File: src/rtl/core/qslerp_pkg.sv
package qslerp_pkg;

    localparam int COMP_LIMIT   = 16384;
    localparam int PROG_ONE     = 32768;
    localparam int SCALE_LOG2   = 40;
    localparam int DOT_ONE_LOG2 = 28;
    localparam int TINY_RECIP   = 100000;
    localparam int ATAN_STAGES  = 32;

    // atan(2^-i) in Q30, rounded to nearest
    localparam longint ATAN_Q30 [ATAN_STAGES] = '{
        843314857, 497837829, 263043837, 133525159, 67021687, 33543516,
        16775851, 8388437, 4194283, 2097149, 1048576, 524288, 262144, 131072,
        65536, 32768, 16384, 8192, 4096, 2048, 1024, 512, 256, 128, 64, 32,
        16, 8, 4, 2, 1, 0
    };

    // quaternion components, progress and the bypass flag that travel along the chain up to the output cell
    typedef struct packed {
        logic [3:0][16:0] f;
        logic [3:0][15:0] t;
        logic [15:0]      prog;
        logic             byp;
    } side_t;

    function automatic longint q30_to_w(longint v, int w);
        int sh;
        sh = 30 - w;
        if (sh == 0) begin
            return v;
        end
        return (v + (longint'(1) <<< (sh - 1))) >>> sh;
    endfunction

    function automatic longint atan_w(int i, int w);
        return q30_to_w(ATAN_Q30[i], w);
    endfunction

    function automatic logic [63:0] isqrt64(logic [63:0] v);
        logic [63:0] r;
        logic [63:0] b;
        logic [63:0] x;
        r = '0;
        b = 64'd1 << 62;
        x = v;
        while (b > x) begin
            b = b >> 2;
        end
        while (b != 0) begin
            if (x >= r + b) begin
                x = x - (r + b);
                r = (r >> 1) + b;
            end else begin
                r = r >> 1;
            end
            b = b >> 2;
        end
        return r;
    endfunction

    // shift-subtract quotient, elaboration use only
    function automatic logic [63:0] udiv64(logic [63:0] n, logic [63:0] d);
        logic [63:0] q;
        logic [63:0] r;
        q = '0;
        r = '0;
        for (int i = 63; i >= 0; i--) begin
            r = {r[62:0], n[i]};
            if (r >= d) begin
                r = r - d;
                q[i] = 1'b1;
            end
        end
        return q;
    endfunction

    function automatic longint inv_gain_w(int n, int w);
        logic [63:0] g;
        logic [63:0] f;
        logic [63:0] d;
        g = 64'd1 << 30;
        for (int i = 0; i < n; i++) begin
            f = 64'd1 << 30;
            if (2 * i <= 60) begin
                d = isqrt64((64'd1 << 60) + (64'd1 << (60 - 2 * i)));
                f = udiv64(64'd1 << 60, d);
            end
            g = (g * f) >> 30;
        end
        return q30_to_w(longint'(g), w);
    endfunction

endpackage

File: src/rtl/core/qslerp_cordic_cell.sv
module qslerp_cordic_cell
    import qslerp_pkg::*;
#(
    parameter int W    = 14,
    parameter int I    = 0,
    parameter bit VECT = 1'b1
) (
    input  logic              aclk,
    input  logic              en,
    input  logic signed [W+2:0] x_in,
    input  logic signed [W+2:0] y_in,
    input  logic signed [W+2:0] z_in,
    output logic signed [W+2:0] x_out,
    output logic signed [W+2:0] y_out,
    output logic signed [W+2:0] z_out
);
    localparam int XW = W + 3;
    localparam logic signed [XW-1:0] DA = XW'(atan_w(I, W));

    logic signed [XW-1:0] dx;
    logic signed [XW-1:0] dy;
    logic                 up;
    logic signed [XW-1:0] x_next;
    logic signed [XW-1:0] y_next;
    logic signed [XW-1:0] z_next;
    logic signed [XW-1:0] x_reg;
    logic signed [XW-1:0] y_reg;
    logic signed [XW-1:0] z_reg;

    always_comb begin
        dx = y_in >>> I;
        dy = x_in >>> I;
        // vectoring drives y to zero, rotation drives z to zero
        up = VECT ? !(y_in > 0) : (z_in >= 0);
        if (up) begin
            x_next = x_in - dx;
            y_next = y_in + dy;
            z_next = z_in - DA;
        end else begin
            x_next = x_in + dx;
            y_next = y_in - dy;
            z_next = z_in + DA;
        end
    end

    always_ff @(posedge aclk) begin
        if (en) begin
            x_reg <= x_next;
            y_reg <= y_next;
            z_reg <= z_next;
        end
    end

    assign x_out = x_reg;
    assign y_out = y_reg;
    assign z_out = z_reg;
endmodule

File: config.mk
export PLATFORM = sky130hd
export DESIGN_NAME = qslerp_cordic_cell
export DESIGN_NICKNAME = d
export VERILOG_FILES = /design/src/rtl/core/qslerp_pkg.sv /design/src/rtl/core/qslerp_cordic_cell.sv
export SDC_FILE = /design/constraint.sdc
export NUM_CORES = 1
export LEC_CHECK = 0
export BUFFER_PORTS_ARGS = -buffer_cell sky130_fd_sc_hd__buf_2
export CAP_MARGIN = 5
export CORE_ASPECT_RATIO = 0.8
export CORE_MARGIN = 2
export CORE_UTILIZATION = 56
export CTS_BUF_LIST = sky130_fd_sc_hd__clkbuf_8 sky130_fd_sc_hd__clkbuf_16
export DETAILED_ROUTE_END_ITERATION = 10
export GPL_ROUTABILITY_DRIVEN = 1
export PLACE_DENSITY_LB_ADDON = 0.08
export REMOVE_ABC_BUFFERS = 1
export SLEW_MARGIN = 20
export SYNTH_ARGS = -nofsm -noshare
export SYNTH_HDL_FRONTEND = slang
export SYNTH_SLANG_ARGS = --single-unit
File: constraint.sdc
create_clock -name aclk -period 3.8 [get_ports aclk]
set_clock_uncertainty 0.15 [all_clocks]
set_input_delay 0.19 -clock aclk [delete_from_list [all_inputs] [get_ports aclk]]
set_output_delay 0.19 -clock aclk [all_outputs]
set_load 0.05 [all_outputs]
## After elaboration in Yosys (flattened, before gate mapping)

Cells that the tools add are included.

- Add/sub/neg operators: 5
- $lt $le $gt $ge: 1
- Muxes and demuxes: 3

Operators with widths:

| cell | count |
|---|---|
| 17-bit 2-to-1 mux | 3 |
| 17-bit subtractor | 2 |
| 17-bit by 15-bit adder with 17-bit output, second input constant | 1 |
| 17-bit adder | 1 |
| 17-bit by 1-bit greater-than comparator with 1-bit output, second input constant | 1 |
| 17-bit by 15-bit subtractor with 17-bit output, second input constant | 1 |

- Flip-flop bits (word level): 51
- Input bits: 53
- Output and inout bits: 51
- Word-level logic and storage cells: 12

## Depth between registers and ports, before layout

- Word-level depth: 2
- Mapped depth: 12
- Gate-level depth less buffers: 11

## Least setup slack after synthesis

No wires, ideal clock.

- Kind: input-to-reg
- Start: in y_in[6]
- End: reg z_reg[13], in the netlist z_out[13] (data pin)
- Setup time: 0.259 ns
- Data arrival time: 2.619 ns
- Required time: 3.391 ns
- Path slack: 0.772 ns
- Stages: 11
- Cell sequence: nor4_1 a41o_1 clkbuf_1 ha_1 a21o_1 a21oi_1 o21ai_0 a41oi_1 o21bai_1 a21oi_1 xnor2_1

- Cells in the longest elaborated chain, start to end: 2

RTL lines:

| element | line | RTL |
|---|---|---|
| from (decl) | qslerp_cordic_cell.sv:11 | `input logic signed [W+2:0] y_in,` |
| 17-bit by 1-bit greater-than comparator with 1-bit output | qslerp_cordic_cell.sv:34 | `up = VECT ? !(y_in > 0) : (z_in >= 0);` |
| 17-bit 2-to-1 mux | qslerp_cordic_cell.sv:35 | `if (up) begin` |
| via z_next[13] | qslerp_cordic_cell.sv:25 | `logic signed [XW-1:0] z_next;` |
| to (signal assigned) | qslerp_cordic_cell.sv:50 | `z_reg <= z_next;` |
| to (decl) | qslerp_cordic_cell.sv:28 | `logic signed [XW-1:0] z_reg;` |

The timed path passes the listed nets, and every way through them passes these cells.
A chain may end at the register's enable or synchronous reset.

## Worst setup path in the final report

- Start: in y_in[15]
- End: reg z_reg[13], in the netlist z_out[13] (data pin)

The elaborated chain is that of the path after synthesis.

==> impl_metrics.py <==
metrics = {
    "grt": {
        "grt_pass1_wl_um": 18060,
        "grt_pass1_vias": 3639,
        "track_usage": 0.2537,
        "antenna_found_initial": 0,
        "grt_overflow_total": 0,
        "grt_max_degree": 51,
    },
    "sta": {
        "max_freq_mhz": 309.1,
        "setup_violations": 0,
        "slew_violations": 0,
        "rsz0062_at_grt": "false",
        "final-hold-violation-count": 0,
        "min_period_ns": 3.235,
        "maxSlewHeadroom": 0.6057,
        "tightestPinTransition_ns": 0.5887,
        "fin_crit_sh": 0.8513,
        "setup_ws_ns": 0.5651,
        "fin_setup_tns_ns": 0,
        "holdWs_ns": 0.04830,
    },
    "floorplanning": {
        "dieArea_sq_um": 8891,
        "rows": 29,
        "io_pins": 104,
        "die_w_um": 104.9,
        "die_h_um": 84.74,
        "initial_core_util": 0.5769,
        "fp.coreArea_sq_um": 7910,
    },
    "finish": {
        "seqCellArea_sq_um": 1501,
        "fin_nets": 700,
        "fin_util": 0.6696,
        "antenna_cells": 0,
        "final_area_sq_um": 5296,
        "stdcell_count": 691,
        "fill_cells": 688,
        "drive_above_1_share": 0.2110,
        "multi_input_area_sq_um": 2780,
        "area_delta_synth_final_pct": 16.07,
    },
    "power": {
        "p_total_mw": 2.076,
        "power_density_nw_per_um2": 392.0,
        "leakagePower_nw": 2.431,
        "vdd_ir_drop_max_uv": 244.6,
    },
    "synthesis": {
        "yosysSeqAreaShare": 0.3290,
        "synth_top_area_frac": 0.3290,
        "yosysTopAreaCell": "edfxtp_1",
        "synth_area_leaders": "edfxtp_1 33%, ha_1 17%, xnor2_1 7.1%",
        "synth_edf_count": 50,
        "async_flop_share": 0,
        "synth_cell_type_count": 57,
        "avgSynthCellArea_sq_um": 9.389,
        "ys_warn_count": 0,
        "synthFlopType": "edfxtp_1",
        "ys_seq_elements": 50,
        "synthCells": 486,
        "yosysMostFrequentCell": "ha_1",
        "synth_commonest_cells": "61 x ha_1, 53 x inv_1, 50 x edfxtp_1, 45 x a21oi_1, 37 x xnor2_1",
        "netlist_area_sq_um": 4563,
    },
    "detailed_routing": {
        "drt-initial-drc-count": 277,
        "route.detailed.drc": 0,
        "dr.pass1.iters": 5,
        "drtAntennaViolNets": 0,
        "wire_per_inst_um": 16.32,
        "routed_wl_um": 11280,
        "via_count": 4011,
        "vias_per_cell": 5.805,
    },
    "critical_path": {
        "start_kind": "input pin",
        "path_cells": "buf_2 > nor4_1 > a41o_1 > inv_1 > ha_1 > a2111oi_0 > o21ai_0 > a41oi_1 > o21bai_1 > a21oi_1 > xnor2_1",
        "critPathMaxStageDelay_ns": 0.57,
        "end_kind": "flip-flop",
        "slowest_stage": "a41o_1",
        "crit_arrival_ns": 3.14,
        "required_ns": 3.71,
        "cp_max_fo": 11,
        "critPathKind": "in -> reg",
    },
    "clock_network": {
        "cts_tree": "done",
        "cts_buffer_depth": 2,
        "clock-root-buffer": "clkbuf_8",
        "htreeDepth": 2,
        "clock-sinks": 50,
        "numCtsBuffers": 5,
        "clk_pin_slew_ns": 0.09,
    },
    "place": {
        "dp_slack_ns": 0.3793,
        "place_inst": 680,
        "hpwl_um": 9045,
        "postPlaceCellArea_sq_um": 5146,
        "place_congestion": 1.013,
        "io_buffers": 103,
    },
    "run_status": {
        "status": "finished, final reports clean",
    },
    "job": {
        "drv_cap": 0,
    },
    "min_path": {
        "holdCritPathClass": "in -> reg",
    },
}
==> cells in the final DEF, fill, tap and decap left out, types with 6 or more instances in the layout <==
master,netlist,layout
nor4_1,6,6
o21ai_0,31,31
inv_1,53,54
a21oi_1,45,45
o21a_1,11,11
xor2_1,7,7
nor2_1,28,28
buf_2,6,103
nand3_1,6,6
a21o_1,14,14
nand2_1,17,17
o211ai_1,6,6
nor2b_1,11,11
xnor2_1,37,37
nand2b_1,6,6
ha_1,61,61
edfxtp_1,50,50
==> kinds of logic after synthesis <==
family	Yosys count	share of synthesized area
xor+xnor	44	0.08445
flops	50	0.3290
buf+inv	72	0.06169
fa+ha+maj	65	0.1848
mux	5	0.01097
compound gates	156	0.2229
simple gates	94	0.1061
==> what timing repair did <==
item	CTS	global route
hold buffers	2	0
buffers inserted	0	0
hold endpoints to repair	2	0
resized for setup	0	0
==> worst paths after layout <==
path | startpoint | cells after the start | slack [ns] | to
worst min-delay path | z_in[2] | 2 | 0.05 | z_out[2]
worst max-delay path | y_in[15] | 11 | 0.57 | z_out[13]
==> registers in the layout, summed over array words and instances, names as in the netlist <==
register / count
y_out: 17
x_out: 16
z_out: 17
==> final cells by class <==
class,instances,area share
multi-input combinational,364,0.5249
clock buffer,5,0.01299
timing repair buffer,108,0.1077
inverter,53,0.03756
tap,108,0.02551
clock inverter,3,0.007796
sequential,50,0.2835
==> power by group <==
| part | switching, mW | leakage (nW) | total, mW | internal [mW] |
|---|---|---|---|---|
| logic | 0.676 | 1.89 | 0.964 | 0.288 |
| registers | 0.0216 | 0.489 | 0.748 | 0.726 |
| clock network | 0.170 | 0.0556 | 0.364 | 0.194 |
| total | 0.868 | 2.43 | 2.08 | 1.21 |
==> worst max-delay path: cells and delay by family <==
family	cells	cell delay, ns
AO/OA/AOI/OAI	6	1.96
buffers and inverters	2	0.30
XOR/XNOR	1	0.08
AND/OR/NAND/NOR	1	0.33
adder cells (fa/ha/maj)	1	0.28
==> metal layers <==
metal  track usage  routed length [um]
met1        0.3962                5628
met2        0.3701                4534
met3       0.03571                 952
met4       0.05818                 160
met5             0                   0
Power figures use the tool's default switching activity.
