--- src/rtl/core/qslerp_sqrt_cell.sv ---
module qslerp_sqrt_cell #(
    parameter int RB = 15,
    parameter int B  = 0
) (
    input  logic            aclk,
    input  logic            en,
    input  logic [2*RB-1:0] rem_in,
    input  logic [RB-1:0]   root_in,
    input  logic [RB-1:0]   c_in,
    output logic [2*RB-1:0] rem_out,
    output logic [RB-1:0]   root_out,
    output logic [RB-1:0]   c_out
);
    localparam int QW = 2 * RB;
    localparam int TW = QW + 1;

    logic [TW-1:0] trial;
    logic          fits;
    logic [QW-1:0] rem_next;
    logic [RB-1:0] root_next;
    logic [QW-1:0] rem_reg;
    logic [RB-1:0] root_reg;
    logic [RB-1:0] c_reg;

    // try root bit B: (P + 2^B)^2 <= v  <=>  rem >= 2P*2^B + 2^2B
    always_comb begin
        trial     = (TW'(root_in) << (B + 1)) + (TW'(1) << (2 * B));
        fits      = {1'b0, rem_in} >= trial;
        rem_next  = fits ? QW'({1'b0, rem_in} - trial) : rem_in;
        root_next = fits ? (root_in | (RB'(1) << B)) : root_in;
    end

    always_ff @(posedge aclk) begin
        if (en) begin
            rem_reg  <= rem_next;
            root_reg <= root_next;
            c_reg    <= c_in;
        end
    end

    assign rem_out  = rem_reg;
    assign root_out = root_reg;
    assign c_out    = c_reg;
endmodule

--- config.mk ---
export PLATFORM = sky130hd
export DESIGN_NAME = qslerp_sqrt_cell
export DESIGN_NICKNAME = d
export VERILOG_FILES = /design/src/rtl/core/qslerp_sqrt_cell.sv
export SDC_FILE = /design/constraint.sdc
export NUM_CORES = 1
export LEC_CHECK = 0
export BUFFER_PORTS_ARGS = -buffer_cell sky130_fd_sc_hd__buf_2
export CAP_MARGIN = 20
export CORE_MARGIN = 1.5
export CORE_UTILIZATION = 44
export CTS_CLUSTER_SIZE = 40
export DETAILED_ROUTE_END_ITERATION = 8
export GPL_TIMING_DRIVEN = 0
export PLACE_DENSITY_LB_ADDON = 0.25
export SYNTH_ARGS = -nofsm -noshare
export SYNTH_HDL_FRONTEND = slang
export SYNTH_SLANG_ARGS = --single-unit
--- constraint.sdc ---
create_clock -name aclk -period 2.3 [get_ports aclk]
set_clock_uncertainty 0.15 [all_clocks]
set_input_delay 0.115 -clock aclk [delete_from_list [all_inputs] [get_ports aclk]]
set_output_delay 0.115 -clock aclk [all_outputs]
set_load 0.01 [all_outputs]
Word level (Yosys, flattened, before mapping)
Index checks and enable logic that the tools add are counted.

word-level totals
  register bits after elaboration = 60
  bits of input ports = 62

cells by class
  add/sub/neg operators = 2
  magnitude comparators = 1
  multiplexer cells = 1

operators by type and width
  kind                   count
  $ge 30x17->1           1
  $mux 30                1
  $sub 30x17->30         1
  $add 16x1->17 const B  1

Depth between registers and ports, before layout
Gate-level depths: netlist of the first run.

  depth in word-level cells = 3
  gate-level depth with buffers = 10
  depth with buffers taken out = 9

Least setup slack after synthesis of the first run
OpenSTA, ideal clock, no wires.

  kind = input-to-reg
  from = input rem_in[1]
  to = register rem_reg[12] (netlist: rem_out[12]) (data pin)
  arrival time = 2011 ps
  setup slack = -122 ps
  stages on the path = 9
  path buffers = 1
  cell sequence = inv_1 -> fa_1 -> nor2b_1 -> o31ai_1 -> a21oi_1 -> a31oi_1 -> o311ai_2 -> buf_6 -> mux2_4

on the way
  word-level cells in the longest chain between the ends = 2
  elaborated cells on any way between the ends = 3

ends and longest elaborated chain
  item                                            RTL line  text
  start: declaration                              7         input logic [2*RB-1:0] rem_in,
  $sub 30x17->30 or $ge 30x17->1 (tied branches)  29, 28
  $mux 30 (*)                                     29        rem_next = fits ? QW'({1'b0, rem_in} - trial) : rem_in;
  net rem_next[12]                                19        logic [QW-1:0] rem_next;
  end signal: assignment                          35        rem_reg <= rem_next;
  end: declaration                                21        logic [QW-1:0] rem_reg;

Mark *: on every way through the listed nets, which the timed path passes. The rest lies on a longest branch.
A chain may end at the register's enable or synchronous reset.

Final worst setup path of the first run
  from = input root_in[14]
  to = register rem_reg[12] (netlist: rem_out[12]) (data pin)

on the way
  word-level cells in the longest chain between the ends = 3

ends and longest elaborated chain
  item                RTL line  text
  start: declaration  8         input logic [RB-1:0] root_in,
  $add 16x1->17       27        trial = (TW'(root_in) << (B + 1)) + (TW'(1) << (2 * B));
  $ge 30x17->1        28        fits = {1'b0, rem_in} >= trial;
  $mux 30             29
  net rem_next[12]    19

The timed path passes the listed nets, and every way through them passes these cells.

==> results by group, run 1 <==
Setup path
  • Startpoint Class: input pin
  • Worst EP required: 2.24 ns
  • Crit path capture: rem_out[12]
  • Critical Path Start: root_in[14]
  • Buf+Inv Stages, Crit Path: 4
  • Worst path max stage delay: 0.49 ns
  • Setup CP Type: in2reg
  • Worst path depth: 9
  • Worst path slowest cell: o311ai_4
  • Worst setup EP type: flop
  • CP top delay family: buffers and inverters
  • Critical Path Fanout Max: 9
  • Crit-path cells: buf_2, inv_1, ha_1, clkbuf_1, and3_1, nand4_1, o311ai_4, buf_6, mux2_4
  • Critical path arrival: 2.17 ns

Synth
  • Most frequent cell after synthesis: edfxtp_1
  • Synth Net Count: 342
  • Ys Warns: 0
  • Adder-Cell Fraction of Synth Area: 0.0692
  • Synth Area per Inst: 12.1 µm²
  • Async set-reset flop share out of synthesis: 0
  • Share of the synthesized area in the top cell type: 0.566
  • Largest area contributor in the netlist: edfxtp_1
  • Synth top cells by count: edfxtp_1, a21oi_1, inv_1, nor2_1, xnor2_1
  • Synth top area cells: edfxtp_1, ha_1, xnor2_1
  • Post-synth cell types: 44
  • Flops & latches, synth: 60
  • Synth Flop Type: edfxtp_1
  • Largest family of logic cells by synthesized area: simple AND/OR/NAND/NOR gates
  • Complex-gate fraction of the synthesized area: 0.101
  • Seq/Total Area, Yosys: 0.566
  • Syn Inst Count: 263
  • Number of synthesized flops with an enable pin: 60
  • Simple-gate share of the synthesized area: 0.133
  • Synth Area in XOR/XNOR: 0.0771
  • Syn Std Cell Area: 3180 µm²
  • Post-synthesis mux area share: 0.0165

Finish
  • Fill count: 557
  • Multi-input logic area: 1330 µm²
  • Util after Layout: 0.695
  • Nets: 537
  • Area grow syn2layout: 50.9%
  • Ant. Diodes: 0
  • Share of layout cells above drive strength 1: 0.352
  • Sequential cell area: 1800 µm²
  • Finished Layout Cells: 559

Power and ir drop
  • Power consumption: 2.92 mW
  • Pwr/cell area: 608 nW/µm²
  • Pleak: 2.02 nW
  • Worst VDD drop: 0.000469 V

Placed design
  • Placer Congestion: 0.809
  • Port bufs: 121
  • Cells after DPL: 481
  • Detailed placer's ending HPWL: 5300 µm

Clocking
  • Max Buffers Root-to-Sink: 2
  • Root Driver: clkbuf_8
  • CTS Buf Count: 9
  • Number of H-tree levels: 3
  • Clock sink count: 60
  • CTS tree: built
  • Clock-pin slew on the worst setup and hold paths: 0.07 ns

Routing
  • WL per Instance: 14.5 µm
  • DR vias/cell: 5.00
  • DR vias: 2795
  • ANT nets after route: 0
  • Iter 0 DRT Violations: 111
  • Routed WL: 8090 µm
  • DRC: 0
  • 1st-pass router iterations: 4

Die
  • Starting density of the core: 0.461
  • Number of cell rows: 30
  • Total die area: 7750 µm²
  • Core ar.: 6910 µm²
  • IO Count: 122
  • Die H: 88.0 µm
  • Die Wd: 88.0 µm

GRT
  • Tot GR Track Use: 0.212
  • Initial antenna violation count: 0
  • Total grt overflow: 0
  • Largest net degree at the start of global routing: 40
  • Vias in the first global route: 2762
  • First-pass GRT wire length: 12400 µm

Timing
  • Fin crit period: 2.23 ns
  • Final setup fails: 0
  • Final hold vios: 1
  • Hold_ws: -0.00588 ns
  • Worst Tran Pin Value: 0.535 ns
  • Max-slew headroom: 0.643
  • TNS Setup: 0 ns
  • Tcrit/Tclk final: 0.970
  • Fmax: 0.448 GHz
  • Slew Limit Fails: 0

Status
  • Status: complete, but fails checks
  • Failing checks: negative hold slack

Hold path
  • Min-Delay Path Class: in2reg

Flow run
  • Max cap viols: 0
placed cells by master, fill, tap and decap left out, types with 2 or more instances in the layout:
cell           instances
xnor2_1               18
and2_1                 2
clkinv_2               2
ha_1                  16
nor2_1                19
a21oi_1               22
a21oi_2                2
clkbuf_8               9
mux2_4                 2
buf_4                  4
o21ai_1                2
nand4b_1               2
edfxtp_1              60
a21o_1                 3
nand2b_1               3
nand2_1               14
buf_2                121
buf_6                  5
o21a_1                 2
o211ai_1               3
nor4_4                 2
nand4_1                8
nand3_1                8
and3_1                 2
dlygate4sd3_1         57
clkinv_1               2
nor3_1                 6
inv_1                 18
xor2_1                10
clkbuf_1               4
o21ai_0                9
mux2_1                 2
metal layers:
layer	global-route usage	part of all wire	vias up
li1	-	-	1363
met1	0.240	0.41	1302
met2	0.373	0.51	109
met3	0.0669	0.062	21
met4	0.0824	0.021	0
met5	0	0	-
per-stage QoR:
stage / area (µm²) / setup WS, ns
3_3_place_gp: 3910 / -0.446
2_1_floorplan: 3180 / 0.00721
3_5_place_dp: 3930 / -0.495
4_1_cts: 4710 / 0.0133
6_report: 4800 / 0.0686
5_1_grt: 4800 / -0.0160
state kept, by name (all words and copies together), names as in the netlist:
register / count
rem_out: 30
c_out: 15
root_out: 15
where the power goes:
| part | switching (mW) | total, mW | internal (mW) |
|---|---|---|---|
| Sequential | 0.0252 | 1.36 | 1.34 |
| Combinational | 0.343 | 0.665 | 0.321 |
| Clock | 0.401 | 0.890 | 0.489 |
logic make-up after synthesis:
logic type                 count (synthesis)
muxes                                      4
AOI/OAI and AO/OA                         53
adders and majority gates                 17
DFF                                       60
buffers and inverters                     26
xor gates and xnor gates                  28
and+or+nand+nor                           75
worst min-delay path by stage:
stage / from / end / slack (ns) / cells after the start
after global routing: rem_in[7] / rem_out[7] / 0.02 / 3
after global placement: c_in[10] / c_out[10] / 0.14 / 1
after detailed placement: c_in[0] / c_out[0] / 0.14 / 1
after CTS: rem_in[7] / rem_out[7] / 0.007 / 3
after floorplan: c_in[0] / c_out[0] / 0.06 / 0
final: rem_in[7] / rem_out[7] / -0.006 / 3
final cells by class:
class                   count  area share
well taps                  96      0.0250
clock buffers              10      0.0266
inverters                  19      0.0149
clock inverters             6      0.0115
flip-flops and latches     60       0.375
multi-input cells         177       0.277
repair buffers            184       0.259
plain buffers               7      0.0110
what timing repair did:
item                                    CTS  global route
pin swaps                                 0             6
hold buffers                             57             0
gates cloned                              0             1
setup buffers                             0             4
endpoints found under the setup margin   26            28
resized for setup                         5            15
hold endpoints to repair                 57             0
Power figures use the tool's default switching activity.
==> run 2: changes to the inputs <==
--- a/config.mk
+++ b/config.mk
@@ -9,4 +9,6 @@
 export CAP_MARGIN = 20
+export CELL_PAD_IN_SITES_DETAIL_PLACEMENT = 1
+export CELL_PAD_IN_SITES_GLOBAL_PLACEMENT = 1
 export CORE_MARGIN = 1.5
-export CORE_UTILIZATION = 44
+export CORE_UTILIZATION = 34
 export CTS_CLUSTER_SIZE = 40
@@ -15,2 +17,3 @@
 export PLACE_DENSITY_LB_ADDON = 0.25
+export SKIP_CTS_REPAIR_TIMING = 1
 export SYNTH_ARGS = -nofsm -noshare
==> constraint.sdc (replaced) <==
create_clock -name aclk -period 2.3 [get_ports aclk]
set_clock_uncertainty 0.15 [all_clocks]
set_input_delay 0.345 -clock aclk [delete_from_list [all_inputs] [get_ports aclk]]
set_output_delay 0.345 -clock aclk [all_outputs]
set_load 0.01 [all_outputs]
==> results by group, run 2 (synthesis results as in run 1) <==
Finish
  • Finished Layout Cells: 527 (-5.7%)
  • Most frequent cells in the layout: buf_2, edfxtp_1, a21oi_1, nor2_1
  • Share of layout cells above drive strength 1: 0.464 (+0.112)
  • Nets: 490 (-8.8%)
  • Fill count: 1007 (+81%)
  • Max reg flops: 30 (unchanged)
  • Area grow syn2layout: 43.8%
  • Util after Layout: 0.500 (-0.195)
  • Most common cell after layout, fill and taps aside: buf_2
  • Ant. Diodes: 0 (unchanged)

Setup path
  • Startpoint Class: input pin
  • Crit-path cells: buf_6, fa_2, nor2b_4, o31ai_4, a21oi_2, a31oi_4, o311ai_4, buf_6, mux2_4
  • Worst EP required: 2.25 ns (about the same)
  • Worst path slowest cell: o311ai_4
  • Worst path max stage delay: 0.46 ns (-0.03 ns)
  • CP most frequent cell: buf_6
  • Critical Path Fanout Max: 6 (-3)
  • Setup CP Type: in2reg
  • Worst setup EP type: flop
  • Critical path arrival: 2.41 ns (+0.24 ns)

Die
  • Die Wd: 99.7 µm (+13%)
  • IO Count: 122 (unchanged)
  • Total die area: 9940 µm² (+28%)
  • Number of cell rows: 35 (+17%)
  • Starting density of the core: 0.348 (-0.113)
  • Core ar.: 9150 µm² (+33%)
  • Die H: 99.7 µm (+13%)

Hold path
  • Min-Delay Path Class: in2reg

Power and ir drop
  • P_int: 2.26 mW (+5.0%)
  • Switching Fraction: 0.273 (+0.00930)
  • Sequential power share: 0.440 (-0.027)
  • Worst VDD drop: 0.000235 V (-50%)
  • Pwr/cell area: 679 nW/µm² (+12%)
  • Pleak: 1.91 nW (-5.6%)
  • Logic pwr share: 0.212 (-0.016)
  • Clock share of power: 0.348 (+0.043)
  • Switch Pwr: 0.848 mW (+10%)

Routing
  • DR vias/cell: 4.93 (-1.4%)
  • 1st-pass router iterations: 4 (unchanged)
  • DRC: 0 (unchanged)
  • WL per Instance: 16.1 µm (+11%)
  • ANT nets after route: 0 (unchanged)
  • Iter 0 DRT Violations: 90 (-19%)
  • DR vias: 2599 (-7.0%)
  • Routed WL: 8470 µm (+4.7%)

Timing
  • Final hold vios: 0 (-1)
  • Fmax: 0.406 GHz (-9.4%)
  • Final setup fails: 30 (+30)
  • Max-slew headroom: 0.544 (-0.0994)
  • RSZ-0062 raised after global routing: true
  • Worst Tran Pin Value: 0.684 ns (+0.149 ns)
  • Tcrit/Tclk final: 1.07 (+0.100)
  • Slack of the critical path: -0.162 ns (-0.230 ns)
  • Fin crit period: 2.46 ns (+0.230 ns)
  • Slew Limit Fails: 0 (unchanged)

Clocking
  • Number of H-tree levels: 3 (unchanged)
  • Root Driver: clkbuf_8
  • CTS Buf Count: 9 (unchanged)
  • Clock sink count: 60 (unchanged)
  • Max Buffers Root-to-Sink: 2 (unchanged)
  • CTS tree: built
  • Clock-pin slew on the worst setup and hold paths: 0.07 ns (about the same)

Placed design
  • Placer Congestion: 0.745 (-7.9%)
  • Cells after DPL: 496 (+3.1%)
  • Port bufs: 121 (unchanged)
  • Detailed placer's ending HPWL: 6070 µm (+15%)

Flow run
  • Max cap viols: 0 (unchanged)

Status
  • Failing checks: negative setup slack
  • Status: complete, but fails checks

GRT
  • Initial antenna violation count: 0 (unchanged)
  • Tot GR Track Use: 0.165 (-0.0474)
  • Total grt overflow: 0 (unchanged)
  • Largest net degree at the start of global routing: 33 (-18%)
  • First-pass GRT wire length: 12600 µm (+2.2%)
  • Vias in the first global route: 2582 (-6.5%)
run 2: cell count changes in the layout (fill, tap and decap cells not counted), moves of 3 or more:
cell           change
ha_1               -6
ha_4               +4
buf_4              +6
inv_6              +3
clkbuf_1           -4
nand3_1            -3
dlygate4sd3_1     -52
run 2: power by group through the flow:
| stage | Combinational (mW) | Clock [mW] | Sequential (mW) |
|---|---|---|---|
| after global placement | 0.573 | 0 | 1.39 |
| after CTS | 0.591 | 1.11 | 1.37 |
| after floorplan | 0.266 | 0 | 1.46 |
| final | 0.657 | 1.08 | 1.37 |
| after detailed placement | 0.588 | 0 | 1.39 |
| after global routing | 0.717 | 1.15 | 1.38 |
run 2: worst paths after layout:
kind / slack (ns) / end / start / cells past startpoint
worst min-delay path: 0.01 / c_out[13] / c_in[13] / 1
worst max-delay path: -0.16 / rem_out[8] / root_in[0] / 9
run 2: layer usage:
| layer | up-vias | global-route usage | share of wire |
|---|---|---|---|
| met4 | 0 | 0.0726 | 0.014 |
| met2 | 72 | 0.256 | 0.49 |
| li1 | 1266 | - | - |
| met5 | - | 0 | 0 |
| met3 | 10 | 0.0387 | 0.045 |
| met1 | 1251 | 0.220 | 0.45 |
run 2: critical path, delay by kind of cell:
kind,cells,cell delay [ns]
AOI/OAI and AO/OA,4,0.88
adders and majority gates,1,0.42
buffers and inverters,2,0.30
muxes,1,0.30
and+or+nand+nor,1,0.15
run 2: metrics by stage:
stage	setup WS (ns)	TNS, ns	hold slack (ns)	cell area [µm²]	total power, mW
6_report	-0.162	-2.70	0.0140	4570	3.11
3_5_place_dp	-0.592	-15.02	0.374	4010	1.98
5_1_grt	-0.204	-4.38	0.00110	4570	3.24
4_1_cts	-0.212	-3.63	0.00315	4230	3.06
3_3_place_gp	-0.566	-14.54	0.372	3990	1.96
2_1_floorplan	-0.118	-1.32	0.294	3240	1.72
run 2: cell type report:
class | instances | area, µm² | area share
Clock inverter | 7 | 98.8 | 0.0216
Multi-Input combinational cell | 177 | 1480 | 0.324
Tap cell | 111 | 139 | 0.0304
Clock buffer | 9 | 124 | 0.0271
Timing Repair Buffer | 138 | 793 | 0.173
Sequential cell | 60 | 1800 | 0.394
Buffer | 6 | 60.1 | 0.0131
Inverter | 19 | 76.3 | 0.0167
