### config.mk
export PLATFORM = sky130hd
export DESIGN_NAME = qslerp_div_cell
export DESIGN_NICKNAME = d
export VERILOG_FILES = /design/src/rtl/core/qslerp_div_cell.sv
export SDC_FILE = /design/constraint.sdc
export NUM_CORES = 1
export LEC_CHECK = 0
export BUFFER_PORTS_ARGS = -buffer_cell sky130_fd_sc_hd__buf_2
export CORE_ASPECT_RATIO = 0.7
export CORE_MARGIN = 1
export CORE_UTILIZATION = 48
export CTS_BUF_LIST = sky130_fd_sc_hd__clkbuf_2 sky130_fd_sc_hd__clkbuf_4 sky130_fd_sc_hd__clkbuf_8
export DETAILED_ROUTE_END_ITERATION = 6
export GPL_ROUTABILITY_DRIVEN = 1
export PLACE_DENSITY_LB_ADDON = 0.05
export SLEW_MARGIN = 20
export SYNTH_ARGS = -nofsm -noshare
export SYNTH_HDL_FRONTEND = slang
export SYNTH_SLANG_ARGS = --single-unit
### constraint.sdc
create_clock -name aclk -period 2.51 [get_ports aclk]
set_input_delay 0.251 -clock aclk [delete_from_list [all_inputs] [get_ports aclk]]
set_output_delay 0.251 -clock aclk [all_outputs]
set_load 0.05 [all_outputs]
### src/rtl/core/qslerp_div_cell.sv
module qslerp_div_cell #(
    parameter int NW = 30,
    parameter int DW = 16,
    parameter int RB = 15,
    parameter int B  = 0
) (
    input  logic          aclk,
    input  logic          en,
    input  logic [NW-1:0] num_in,
    input  logic [DW-1:0] rem_in,
    input  logic [NW-1:0] quo_in,
    input  logic [RB-1:0] s_in,
    input  logic          neg_in,
    output logic [NW-1:0] num_out,
    output logic [DW-1:0] rem_out,
    output logic [NW-1:0] quo_out,
    output logic [RB-1:0] s_out,
    output logic          neg_out
);
    logic [DW-1:0] rem_sh;
    logic          fits;
    logic [DW-1:0] rem_next;
    logic [NW-1:0] quo_next;
    logic [NW-1:0] num_reg;
    logic [DW-1:0] rem_reg;
    logic [NW-1:0] quo_reg;
    logic [RB-1:0] s_reg;
    logic          neg_reg;

    // one restoring step: bring down numerator bit B
    always_comb begin
        rem_sh   = {rem_in[DW-2:0], num_in[B]};
        fits     = rem_sh >= DW'(s_in);
        rem_next = fits ? (rem_sh - DW'(s_in)) : rem_sh;
        quo_next = {quo_in[NW-2:0], fits};
    end

    always_ff @(posedge aclk) begin
        if (en) begin
            num_reg <= num_in;
            rem_reg <= rem_next;
            quo_reg <= quo_next;
            s_reg   <= s_in;
            neg_reg <= neg_in;
        end
    end

    assign num_out = num_reg;
    assign rem_out = rem_reg;
    assign quo_out = quo_reg;
    assign s_out   = s_reg;
    assign neg_out = neg_reg;
endmodule

# --- Word level (Yosys, flattened, before mapping) ---
# Index checks and enable logic that the tools add are counted.
classes:
  n_lt_le_gt_ge: 1
  mul: 0
  shifts: 0
  add_sub_neg: 1
  n_div: 0
  n_reduce_logical: 0
  n_bitwise: 0
  eq_ne: 0
  n_mux: 1
ops:
  columns: ["operator", "count"]
  rows:
  - ["$ge 16x15->1", 1]
  - ["$mux 16", 1]
  - ["$sub 16x15->16", 1]
word_totals:
  memories: 0
  rom_bits: 0
  ram_bits: 0
  latchBits: 0
  regBits: 92
  output_inout_bits: 92

# --- Depth between registers and ports, before layout ---
# Gate-level depths: netlist of the first run.
logic_depth:
  ltp_word: 2
  ltp_mapped: 11
  ltp_nobuf: 9

# --- Least setup slack after synthesis of the first run ---
# Ideal clock, no wire load.
synth_path:
  path_type: "input -> register"
  startpoint: "in num_in[0]"
  endpoint: "reg rem_reg[5] (netlist: rem_out[5]) (data pin)"
  stages: 11
  path_slack_ns: 0.379
  required_ns: 2.246
  arrival_time_ns: 1.867
  n_path_buf: 2
  cell_sequence: "inv_1 -> ha_1 -> fa_1 -> nor2b_1 -> o21ai_0 -> a31oi_1 -> o31ai_4 -> buf_6 -> buf_6 -> nand2_1 -> o31ai_1"
synth_between:
  elab_chain_cells: 2
  elab_cells_between_ends: 3
synth_rtl:
  columns: ["element", "line_no", "source"]
  rows:
  - ["from (decl)", "9", "input logic [NW-1:0] num_in,"]
  - ["$sub 16x15->16 or $ge 16x15->1 (tied branches)", "34, 33", null]
  - ["$mux 16 *", "34", "rem_next = fits ? (rem_sh - DW'(s_in)) : rem_sh;"]
  - ["via rem_next[5]", "22", "logic [DW-1:0] rem_next;"]
  - ["to (signal assigned)", "41", "rem_reg <= rem_next;"]
  - ["to (decl)", "25", "logic [DW-1:0] rem_reg;"]
# The timed path passes the listed nets; every way through them passes the cells marked *.
# A chain may end at the register's enable or synchronous reset.

# --- Final worst setup path of the first run ---
layout_path:
  startpoint: "in num_in[0]"
  endpoint: "reg rem_reg[10] (netlist: rem_out[10]) (data pin)"
layout_between:
  elab_chain_cells: 2
  elab_cells_between_ends: 3
layout_rtl:
  columns: ["element", "line_no", "source"]
  rows:
  - ["$ge 16x15->1", "33", "fits = rem_sh >= DW'(s_in);"]
  - ["via fits", "21", "logic fits;"]
  - ["$mux 16", "34", null]
  - ["via rem_next[10]", "22", null]
# The timed path passes the listed nets, and every way through them passes these cells.

==> flow_metrics.env, run 1 <==
export IMPL_drv_slew=0
export IMPL_die_area_sq_mm=0.008461
export IMPL_worst_pin_slew_ns=0.5807
export IMPL_numPortBuffers=183
export IMPL_synthCells=258
export IMPL_cts_sinks=92
export IMPL_grt_overflow_total=0
export IMPL_grtUsageTotal_pct=19.44
export IMPL_hold_class="in -> reg"
export IMPL_grt_busiest_layer="met2"
export IMPL_synth_top_area_cell="edfxtp_1"
export IMPL_initial_core_util_pct=49.55
export IMPL_grt_util_met1_pct=23.60
export IMPL_rsz0062_at_grt="false"
export IMPL_syn_avg_cell_area_sq_um=15.05
export IMPL_fmax_mhz=485.6
export IMPL_fin_tns_setup_ns=0
export IMPL_nets=565
export IMPL_yosysSeqAreaShare_pct=71.13
export IMPL_p_total_w=0.003931
export IMPL_post_dp_cell_area_sq_mm=0.004951
export IMPL_post_drt_wl_per_cell_um=14.69
export IMPL_synth_edf_count=92
export IMPL_drc_errors=0
export IMPL_io_pins=186
export IMPL_htree_levels=3
export IMPL_drt_pass1_iter_count=4
export IMPL_dp_hpwl_mm=6.270
export IMPL_dieHeight_um=77.26
export IMPL_cp_data_arrival_time_ns=2.18
export IMPL_post_cts_buffers=0
export IMPL_place_congestion=0.8761
export IMPL_hold_buffers=0
export IMPL_finalHoldViolCount=0
export IMPL_ant_nets=0
export IMPL_drt_initial_drc_count=157
export IMPL_finalCritPeriodShare_pct=82.05
export IMPL_crit_type="in -> reg"
export IMPL_critPathLaunchType="input pin"
export IMPL_cts_tree="built"
export IMPL_critPathRequiredTime_ns=2.63
export IMPL_status="finished, final reports clean"
export IMPL_grt_pass1_wl_mm=12.09
export IMPL_yosysUniqueCellTypes=42
export IMPL_grt_pass1_vias=2421
export IMPL_crit_slowest_cell="fa_1"
export IMPL_grt_use_met2_pct=31.89
export IMPL_critPathMaxFanout=4
export IMPL_drive_above_1_share_pct=46.74
export IMPL_clk_path_buf_depth=2
export IMPL_ys_ff_latch=92
export IMPL_wirelength_mm=8.239
export IMPL_cts_resized=0
export IMPL_period_needed_ns=2.059
export IMPL_vdd_ir_drop_max_mv=0.4676
export IMPL_postLayoutCellArea_sq_mm=0.005149
export IMPL_coreArea_sq_mm=0.007838
export IMPL_crit_path_end_kind="flop"
export IMPL_worstSetupStartpoint="num_in[0]"
export IMPL_async_reset_ff_share_pct=0
export IMPL_slew_limit_headroom_pct=61.29
export IMPL_num_vias=2779
export IMPL_area_growth_pct=32.57
export IMPL_path_clk_slew_ns=0.09
export IMPL_ys_warn_count=0
export IMPL_cp_cell_sequence="buf_2 > inv_1 > ha_1 > fa_1 > nor2b_1 > o21ai_0 > a31oi_1 > o31ai_4 > inv_2 > mux2_2"
export IMPL_syn_area_sq_mm=0.003884
export IMPL_syn_num_nets=368
export IMPL_final_setup_viol_count=0
export IMPL_grt_antenna_before_repair=0
export IMPL_fp_dieW_um=109.5
export IMPL_yosysTopAreaCellShare_pct=71.13
export IMPL_whs_ns=0.06107
export IMPL_vias_per_cell=4.954
export IMPL_grt_max_degree=46
export IMPL_clockRootBuffer="clkbuf_8"
export IMPL_power_density_mw_per_mm2=763.4
export IMPL_diodes=0
export IMPL_max_cap_violations=0
export IMPL_row_count=27
export IMPL_cts_made_buffers=9
export IMPL_grt_use_met3_pct=7.483
export IMPL_critPathCapture="rem_out[10]$_DFFE_PP_"
export IMPL_ys_flop_type="edfxtp_1"
export IMPL_synth_area_leaders="edfxtp_1 (71%), ha_1 (4.8%), nand2_1 (2.3%)"
export IMPL_p_leak_nw=2.322
export IMPL_slowest_delay_ns=0.41
export IMPL_fin_util_pct=65.69
[worst max-delay path, delay by kind of cell]
| family | cells | cell delay, ns |
|---|---|---|
| compound gates | 3 | 0.57 |
| fa+ha+maj | 2 | 0.63 |
| buf+inv | 3 | 0.21 |
| mux | 1 | 0.32 |
| simple gates | 1 | 0.21 |
[placed cells by master (no fill, tap or decap), types with 3 or more instances in the layout]
cell | Yosys | layout
a21o_1 | 6 | 6
a21oi_1 | 8 | 8
a311oi_1 | 3 | 3
buf_2 | 1 | 182
buf_4 | 0 | 8
clkbuf_8 | 0 | 9
edfxtp_1 | 92 | 92
ha_1 | 15 | 15
inv_1 | 21 | 21
nand2_1 | 24 | 24
nor2_1 | 8 | 8
nor2b_1 | 4 | 4
nor3b_1 | 3 | 3
o21ai_0 | 12 | 12
o21ai_1 | 8 | 8
o21bai_1 | 4 | 4
o31ai_1 | 3 | 3
xnor2_1 | 5 | 5
xor2_1 | 4 | 4
[cell families after synthesis]
kind of cell,share of synthesized area (%)
xor+xnor,2.029
mux,0.8376
fa+ha+maj,5.348
buf+inv,3.415
compound gates,11.24
simple gates,5.992
flops,71.13
[per-stage QoR]
step                      setup slack, ns  instances
after floorplan                    0.3787        258
after global placement             0.1012        545
after detailed placement          0.08845        545
after CTS                          0.4779        561
after global routing               0.3151        561
final                              0.4505        561
[how the worst min path moves through the flow]
stage / startpoint / end / slack (ns) / cells after the start
finish: num_in[18] / num_out[18]$_DFFE_PP_ / 0.06 / 1
CTS: neg_in / neg_out$_DFFE_PP_ / 0.04 / 1
global route: neg_in / neg_out$_DFFE_PP_ / 0.03 / 1
floorplan: neg_in / neg_out$_DFFE_PP_ / 0.35 / 0
detailed placement: num_in[5] / num_out[5]$_DFFE_PP_ / 0.43 / 1
global placement: quo_in[8] / quo_out[9]$_DFFE_PP_ / 0.43 / 1
[layout make-up]
type,instances,area [sq um]
flip-flops and latches,92,2763
fillers,640,2689
repair buffers,191,991.0
multi-input cells,139,988.4
well taps,101,126.4
clock buffers,9,123.9
inverters,22,82.58
clock inverters,7,73.82
[registers in the layout (all words and copies together) (netlist names)]
signal / cells
quo_out: 30
s_out: 15
rem_out: 16
neg_out: 1
num_out: 30
[where the power goes]
part	internal (W)	total, W	switching, W
Combinational	0.000280	0.00105	0.000770
Clock	0.000465	0.000995	0.000529
Sequential	0.00186	0.00189	0.0000292
Total	0.00260	0.00393	0.00133
[synth_stat cells, types with 4 or more instances]
cell      instances
buf_6             4
nor2b_1           4
xnor2_1           5
o21ai_0          12
ha_1             15
inv_1            21
nor2_1            8
nand2_1          24
a21o_1            6
a21oi_1           8
o21bai_1          4
xor2_1            4
edfxtp_1         92
o21ai_1           8
[per-layer routing]
layer	vias to the layer above	part of all wire, %
li1	1361	-
met1	1299	41
met2	112	49
met3	7	8.8
met4	0	0.97
met5	-	0
Note: power is estimated with default switching activity, not from simulation.
==> inputs of run 2 (changes only) <==
--- a/config.mk
+++ b/config.mk
@@ -5,6 +5,7 @@
 export SDC_FILE = /design/constraint.sdc
 export NUM_CORES = 1
 export LEC_CHECK = 0
+export ABC_AREA = 1
 export BUFFER_PORTS_ARGS = -buffer_cell sky130_fd_sc_hd__buf_2
 export CORE_ASPECT_RATIO = 0.7
 export CORE_MARGIN = 1
==> constraint.sdc (replaced) <==
create_clock -name aclk -period 1.9 [get_ports aclk]
set_input_delay 0.19 -clock aclk [delete_from_list [all_inputs] [get_ports aclk]]
set_output_delay 0.19 -clock aclk [all_outputs]
set_load 0.05 [all_outputs]
==> flow_metrics.env, run 2 <==
export IMPL_status="finished with violations"
export IMPL_violations="design-rule violations"
export IMPL_nets=740
export IMPL_syn_area_sq_mm=0.004048
export IMPL_yosysSeqAreaShare_pct=68.25
export IMPL_ys_ff_latch=92
export IMPL_grt_antenna_before_repair=1
export IMPL_vdd_ir_drop_max_mv=0.6575
export IMPL_drc_errors=15
export IMPL_syn_num_nets=466
export IMPL_area_growth_pct=53.11
export IMPL_cp_buffers_inverters=5
export IMPL_htree_levels=3
export IMPL_p_leak_nw=3.009
export IMPL_async_reset_ff_share_pct=0
export IMPL_path_clk_slew_ns=0.09
export IMPL_critPathMaxFanout=5
export IMPL_grt_max_degree=53
export IMPL_finalCritPeriodShare_pct=96.82
export IMPL_initial_core_util_pct=50.55
export IMPL_fp_dieW_um=111.8
export IMPL_synth_most_common_cell="nand2_1"
export IMPL_max_cap_violations=0
export IMPL_wirelength_mm=10.16
export IMPL_coreArea_sq_mm=0.008006
export IMPL_crit_type="in -> reg"
export IMPL_yosysUniqueCellTypes=22
export IMPL_drv_slew=0
export IMPL_placed_cells=648
export IMPL_dpl_worst_slack_ns=-0.06346
export IMPL_ys_flop_type="edfxtp_1"
export IMPL_diodes=0
export IMPL_cp_num_cells=10
export IMPL_post_drt_wl_per_cell_um=13.80
export IMPL_power_density_mw_per_mm2=868.1
export IMPL_hold_class="in -> reg"
export IMPL_synthTopCellsByCount="nand2_1 (118), edfxtp_1 (92), inv_1 (62)"
export IMPL_ff_latch_area_sq_mm=0.002763
export IMPL_layout_commonest_cell="buf_2"
export IMPL_crit_path_end_kind="flop"
export IMPL_holdPathStages=1
export IMPL_crit_slowest_cell="dlygate4sd3_1"
export IMPL_post_cts_buffers=0
export IMPL_grt_overflow_total=0
export IMPL_drt_initial_drc_count=197
export IMPL_die_area_sq_mm=0.008810
export IMPL_num_vias=3383
export IMPL_crit_family="buffers and inverters"
export IMPL_drt_pass1_iter_count=7
export IMPL_final_setup_viol_count=0
export IMPL_grt_pass1_wl_mm=15.39
export IMPL_slowest_delay_ns=0.51
export IMPL_row_count=27
export IMPL_rsz0062_at_grt="false"
export IMPL_syn_avg_cell_area_sq_um=11.37
export IMPL_clk_path_buf_depth=2
export IMPL_synth_edf_count=92
export IMPL_io_pins=186
export IMPL_critPathRequiredTime_ns=2.02
export IMPL_whs_ns=0.02931
export IMPL_period_needed_ns=1.840
export IMPL_postLayoutCellArea_sq_mm=0.006197
export IMPL_vias_per_cell=4.596
export IMPL_numPortBuffers=183
export IMPL_ys_warn_count=0
export IMPL_synthCells=356
export IMPL_fin_cells=736
export IMPL_ant_nets=0
export IMPL_drive_above_1_share_pct=35.75
export IMPL_clockRootBuffer="clkbuf_8"
export IMPL_fill_cells=552
export IMPL_cp_cell_sequence="dlygate4sd3_1 > buf_2 > inv_1 > ha_1 > inv_1 > o21ai_0 > nor2_2 > nand2_4 > clkbuf_16 > o21ai_0"
export IMPL_post_dp_cell_area_sq_mm=0.005170
export IMPL_synth_top_area_cell="edfxtp_1"
export IMPL_grt_pass1_vias=3211
export IMPL_fin_ws_ns=0.06044
export IMPL_dieHeight_um=78.83
export IMPL_cts_tree="built"
export IMPL_synth_area_leaders="edfxtp_1 (68%), nand2_1 (11%), inv_1 (5.7%)"
export IMPL_final_cell_mix="buf_2 (180), nand2_1 (116), edfxtp_1 (92)"
export IMPL_slew_limit_headroom_pct=81.25
export IMPL_fmax_mhz=543.6
export IMPL_fin_util_pct=77.40
export IMPL_multi_input_area_sq_mm=0.001089
export IMPL_place_congestion=0.9084
export IMPL_cts_sinks=92
export IMPL_finalHoldViolCount=0
export IMPL_grtUsageTotal_pct=23.35
export IMPL_cp_data_arrival_time_ns=1.96
export IMPL_dp_hpwl_mm=6.585
export IMPL_yosysTopAreaCellShare_pct=68.25
export IMPL_critPathLaunchType="input pin"
export IMPL_worst_pin_slew_ns=0.2813
export IMPL_cts_made_buffers=9
run 2: cell types whose count changed in the layout (fill, tap and decap cells not counted), sizes merged, moves of 9 or more:
| cell | before | now |
|---|---|---|
| nand3 | 1 | 19 |
| inv | 24 | 63 |
| dlygate4sd3 | 0 | 72 |
| nand2 | 24 | 121 |
| o21ai | 20 | 3 |
| nor2 | 8 | 17 |
run 2: logic make-up after synthesis:
logic type	Yosys count	share of synthesized area (%)
AO/OA/AOI/OAI	10	1.422
XOR/XNOR	6	1.298
adder cells (fa/ha/maj)	16	5.131
buffers and inverters	65	6.461
flip-flops	92	68.25
AND/OR/NAND/NOR	167	17.43
run 2: layer usage:
| layer | routed length (um) | vias up | global-route usage, % |
|---|---|---|---|
| li1 | - | 1700 | - |
| met1 | 4251 | 1556 | 27.89 |
| met2 | 5065 | 116 | 40.68 |
| met3 | 681 | 11 | 6.718 |
| met4 | 161 | 0 | 8.378 |
| met5 | 0 | - | 0 |
run 2: final cells by class:
| type | instances | area share [%] |
|---|---|---|
| inverters | 63 | 3.897 |
| multi-input cells | 199 | 17.57 |
| clock buffers | 10 | 2.120 |
| repair buffers | 265 | 28.57 |
| flip-flops and latches | 92 | 44.58 |
| clock inverters | 6 | 1.232 |
| well taps | 101 | 2.039 |
run 2: final timing paths:
kind | startpoint | slack, ns | endpoint
max | s_in[14] | 0.06 | rem_out[1]$_DFFE_PP_
min | s_in[5] | 0.03 | s_out[5]$_DFFE_PP_
run 2: report_power, final:
part	switching, W	leakage [nW]	internal, W
sequential	0.0000421	0.900	0.00245
combinational	0.00108	2.01	0.000470
clock	0.000707	0.103	0.000636
total	0.00183	3.01	0.00355
run 2: metrics by stage:
| stage | total power (W) | setup TNS, ns |
|---|---|---|
| after global placement | 0.003905 | -0.06995 |
| after CTS | 0.005380 | 0 |
| after floorplan | 0.003519 | 0 |
| final | 0.005380 | 0 |
| after global routing | 0.005600 | 0 |
| after detailed placement | 0.003919 | -0.7479 |
run 2: timing repair:
item                                    4_1_cts  5_1_grt
gates resized for setup                       0       13
hold endpoints to repair                     73        0
endpoints found under the setup margin        0       16
hold buffers                                 73        0
==> inputs of run 3 (changes only) <==
--- a/config.mk
+++ b/config.mk
@@ -6,12 +6,12 @@
 export NUM_CORES = 1
 export LEC_CHECK = 0
 export ABC_AREA = 1
-export BUFFER_PORTS_ARGS = -buffer_cell sky130_fd_sc_hd__buf_2
 export CORE_ASPECT_RATIO = 0.7
 export CORE_MARGIN = 1
-export CORE_UTILIZATION = 48
+export CORE_UTILIZATION = 55
 export CTS_BUF_LIST = sky130_fd_sc_hd__clkbuf_2 sky130_fd_sc_hd__clkbuf_4 sky130_fd_sc_hd__clkbuf_8
 export DETAILED_ROUTE_END_ITERATION = 6
+export DONT_BUFFER_PORTS = 1
 export GPL_ROUTABILITY_DRIVEN = 1
 export PLACE_DENSITY_LB_ADDON = 0.05
 export SLEW_MARGIN = 20
==> flow_metrics.env, run 3 (synthesis gave the netlist of run 2 again) <==
export IMPL_dieHeight_um=73.78
export IMPL_crit_top_cell="nand2_1"
export IMPL_fill_cells=484
export IMPL_drive_above_1_share_pct=6.140
export IMPL_critPathLaunchType="input pin"
export IMPL_htree_levels=3
export IMPL_path_clk_slew_ns=0.10
export IMPL_drt_initial_drc_count=179
export IMPL_num_vias=2682
export IMPL_dp_hpwl_mm=5.614
export IMPL_whs_ns=-0.05961
export IMPL_pwr_share_comb_pct=11.0
export IMPL_grtUsageTotal_pct=23.15
export IMPL_wirelength_mm=8.686
export IMPL_fmax_mhz=665.1
export IMPL_grt_pass1_wl_mm=12.90
export IMPL_critPathRequiredTime_ns=2.13
export IMPL_numPortBuffers=0
export IMPL_drv_slew=0
export IMPL_finalHoldViolCount=27
export IMPL_power_density_mw_per_mm2=968.6
export IMPL_dpl_worst_slack_ns=0.01739
export IMPL_hold_buffers=84
export IMPL_grt_use_met2_pct=37.45
export IMPL_clk_path_buf_depth=2
export IMPL_max_cap_violations=0
export IMPL_grt_use_met3_pct=7.986
export IMPL_p_sw_w=0.001707
export IMPL_slew_limit_headroom_pct=66.64
export IMPL_io_pins=186
export IMPL_grt_pass1_vias=2500
export IMPL_crit_family="simple AND/OR/NAND/NOR gates"
export IMPL_grt_util_met1_pct=30.24
export IMPL_finalCritPeriodShare_pct=79.13
export IMPL_hold_class="in -> reg"
export IMPL_diodes=0
export IMPL_drt_pass1_iter_count=5
export IMPL_fp_dieW_um=104.5
export IMPL_layout_commonest_cell="nand2_1"
export IMPL_pwr_share_seq_pct=62.8
export IMPL_grt_antenna_before_repair=0
export IMPL_cts_tree="built"
export IMPL_status="finished with violations"
export IMPL_place_congestion=0.8694
export IMPL_grt_max_degree=93
export IMPL_drc_errors=0
export IMPL_rsz0062_at_grt="false"
export IMPL_crit_slowest_cell="fa_1"
export IMPL_worst_pin_slew_ns=0.5014
export IMPL_p_total_w=0.005057
export IMPL_cp_buffers_inverters=3
export IMPL_final_cell_mix="nand2_1 (118), edfxtp_1 (92), dlygate4sd3_1 (85)"
export IMPL_crit_path_end_kind="flop"
export IMPL_cts_resized=0
export IMPL_period_needed_ns=1.504
export IMPL_clockRootBuffer="clkbuf_8"
export IMPL_grt_busiest_layer="met2"
export IMPL_slowest_delay_ns=0.37
export IMPL_fin_tns_setup_ns=0
export IMPL_row_count=25
export IMPL_vdd_ir_drop_max_mv=0.5212
export IMPL_coreArea_sq_mm=0.006944
export IMPL_fin_ws_ns=0.3965
export IMPL_die_area_sq_mm=0.007712
export IMPL_pwr_share_clk_pct=26.2
export IMPL_vias_per_cell=4.876
export IMPL_p_leak_nw=2.265
export IMPL_post_cts_buffers=0
export IMPL_final_setup_viol_count=0
export IMPL_cts_made_buffers=9
export IMPL_cts_sinks=92
export IMPL_fin_util_pct=75.19
export IMPL_cp_data_arrival_time_ns=1.73
export IMPL_crit_type="in -> reg"
export IMPL_ant_nets=0
export IMPL_p_sw_share_pct=33.76
export IMPL_violations="negative hold slack"
export IMPL_critPathMaxFanout=8
export IMPL_post_drt_wl_per_cell_um=15.79
export IMPL_cp_cell_sequence="inv_1 > ha_1 > fa_1 > inv_1 > nand2_1 > nand2_1 > nand3_2 > nand3_2 > nand2_2 > nand2_4 > buf_4 > nand3_1 > nand2_1"
export IMPL_area_growth_pct=29.00
export IMPL_nets=562
export IMPL_p_int_w=0.003350
export IMPL_grt_overflow_total=0
export IMPL_initial_core_util_pct=58.29
==> run 3: cell types whose count changed in the layout (fill, tap and decap cells not counted), sizes merged <==
| cell | before | now |
|---|---|---|
| dlygate4sd3 | 72 | 85 |
| buf | 191 | 2 |
| inv | 63 | 64 |
| clkinv | 4 | 3 |
| clkbuf | 11 | 9 |
| dlymetal6s4s | 1 | 0 |
==> run 3: final cells by class <==
class	count	area (sq um)	area share (%)
Tap cell	94	117.6	2.253
Clock inverter	6	76.32	1.462
Timing Repair Buffer	87	878.3	16.82
Sequential cell	92	2763	52.91
Multi-Input combinational cell	199	1023	19.60
Inverter	63	239.0	4.577
Clock buffer	9	123.9	2.372
==> run 3: worst paths after layout <==
check / start / endpoint / cells past startpoint
max: num_in[0] / rem_out[10]$_DFFE_PP_ / 13
min: en / s_out[11]$_DFFE_PP_ / 0
==> run 3: power by group through the flow <==
stage	Sequential [W]	Combinational (W)	Clock [W]
6_report	0.00318	0.000554	0.00133
5_1_grt	0.00319	0.000630	0.00144
4_1_cts	0.00318	0.000548	0.00136
3_5_place_dp	0.00323	0.000404	0
3_3_place_gp	0.00322	0.000399	0
2_1_floorplan	0.00320	0.000323	0
==> run 3: metal layers <==
layer	vias up	wire (um)
met5	-	0
met4	0	85
met3	7	570
met2	107	4337
met1	1225	3692
li1	1343	-
==> run 3: metrics by stage <==
stage | std cells | area (sq um)
6_report | 550 | 5221
2_1_floorplan | 356 | 4048
4_1_cts | 549 | 5211
3_5_place_dp | 450 | 4170
3_3_place_gp | 450 | 4170
5_1_grt | 550 | 5221
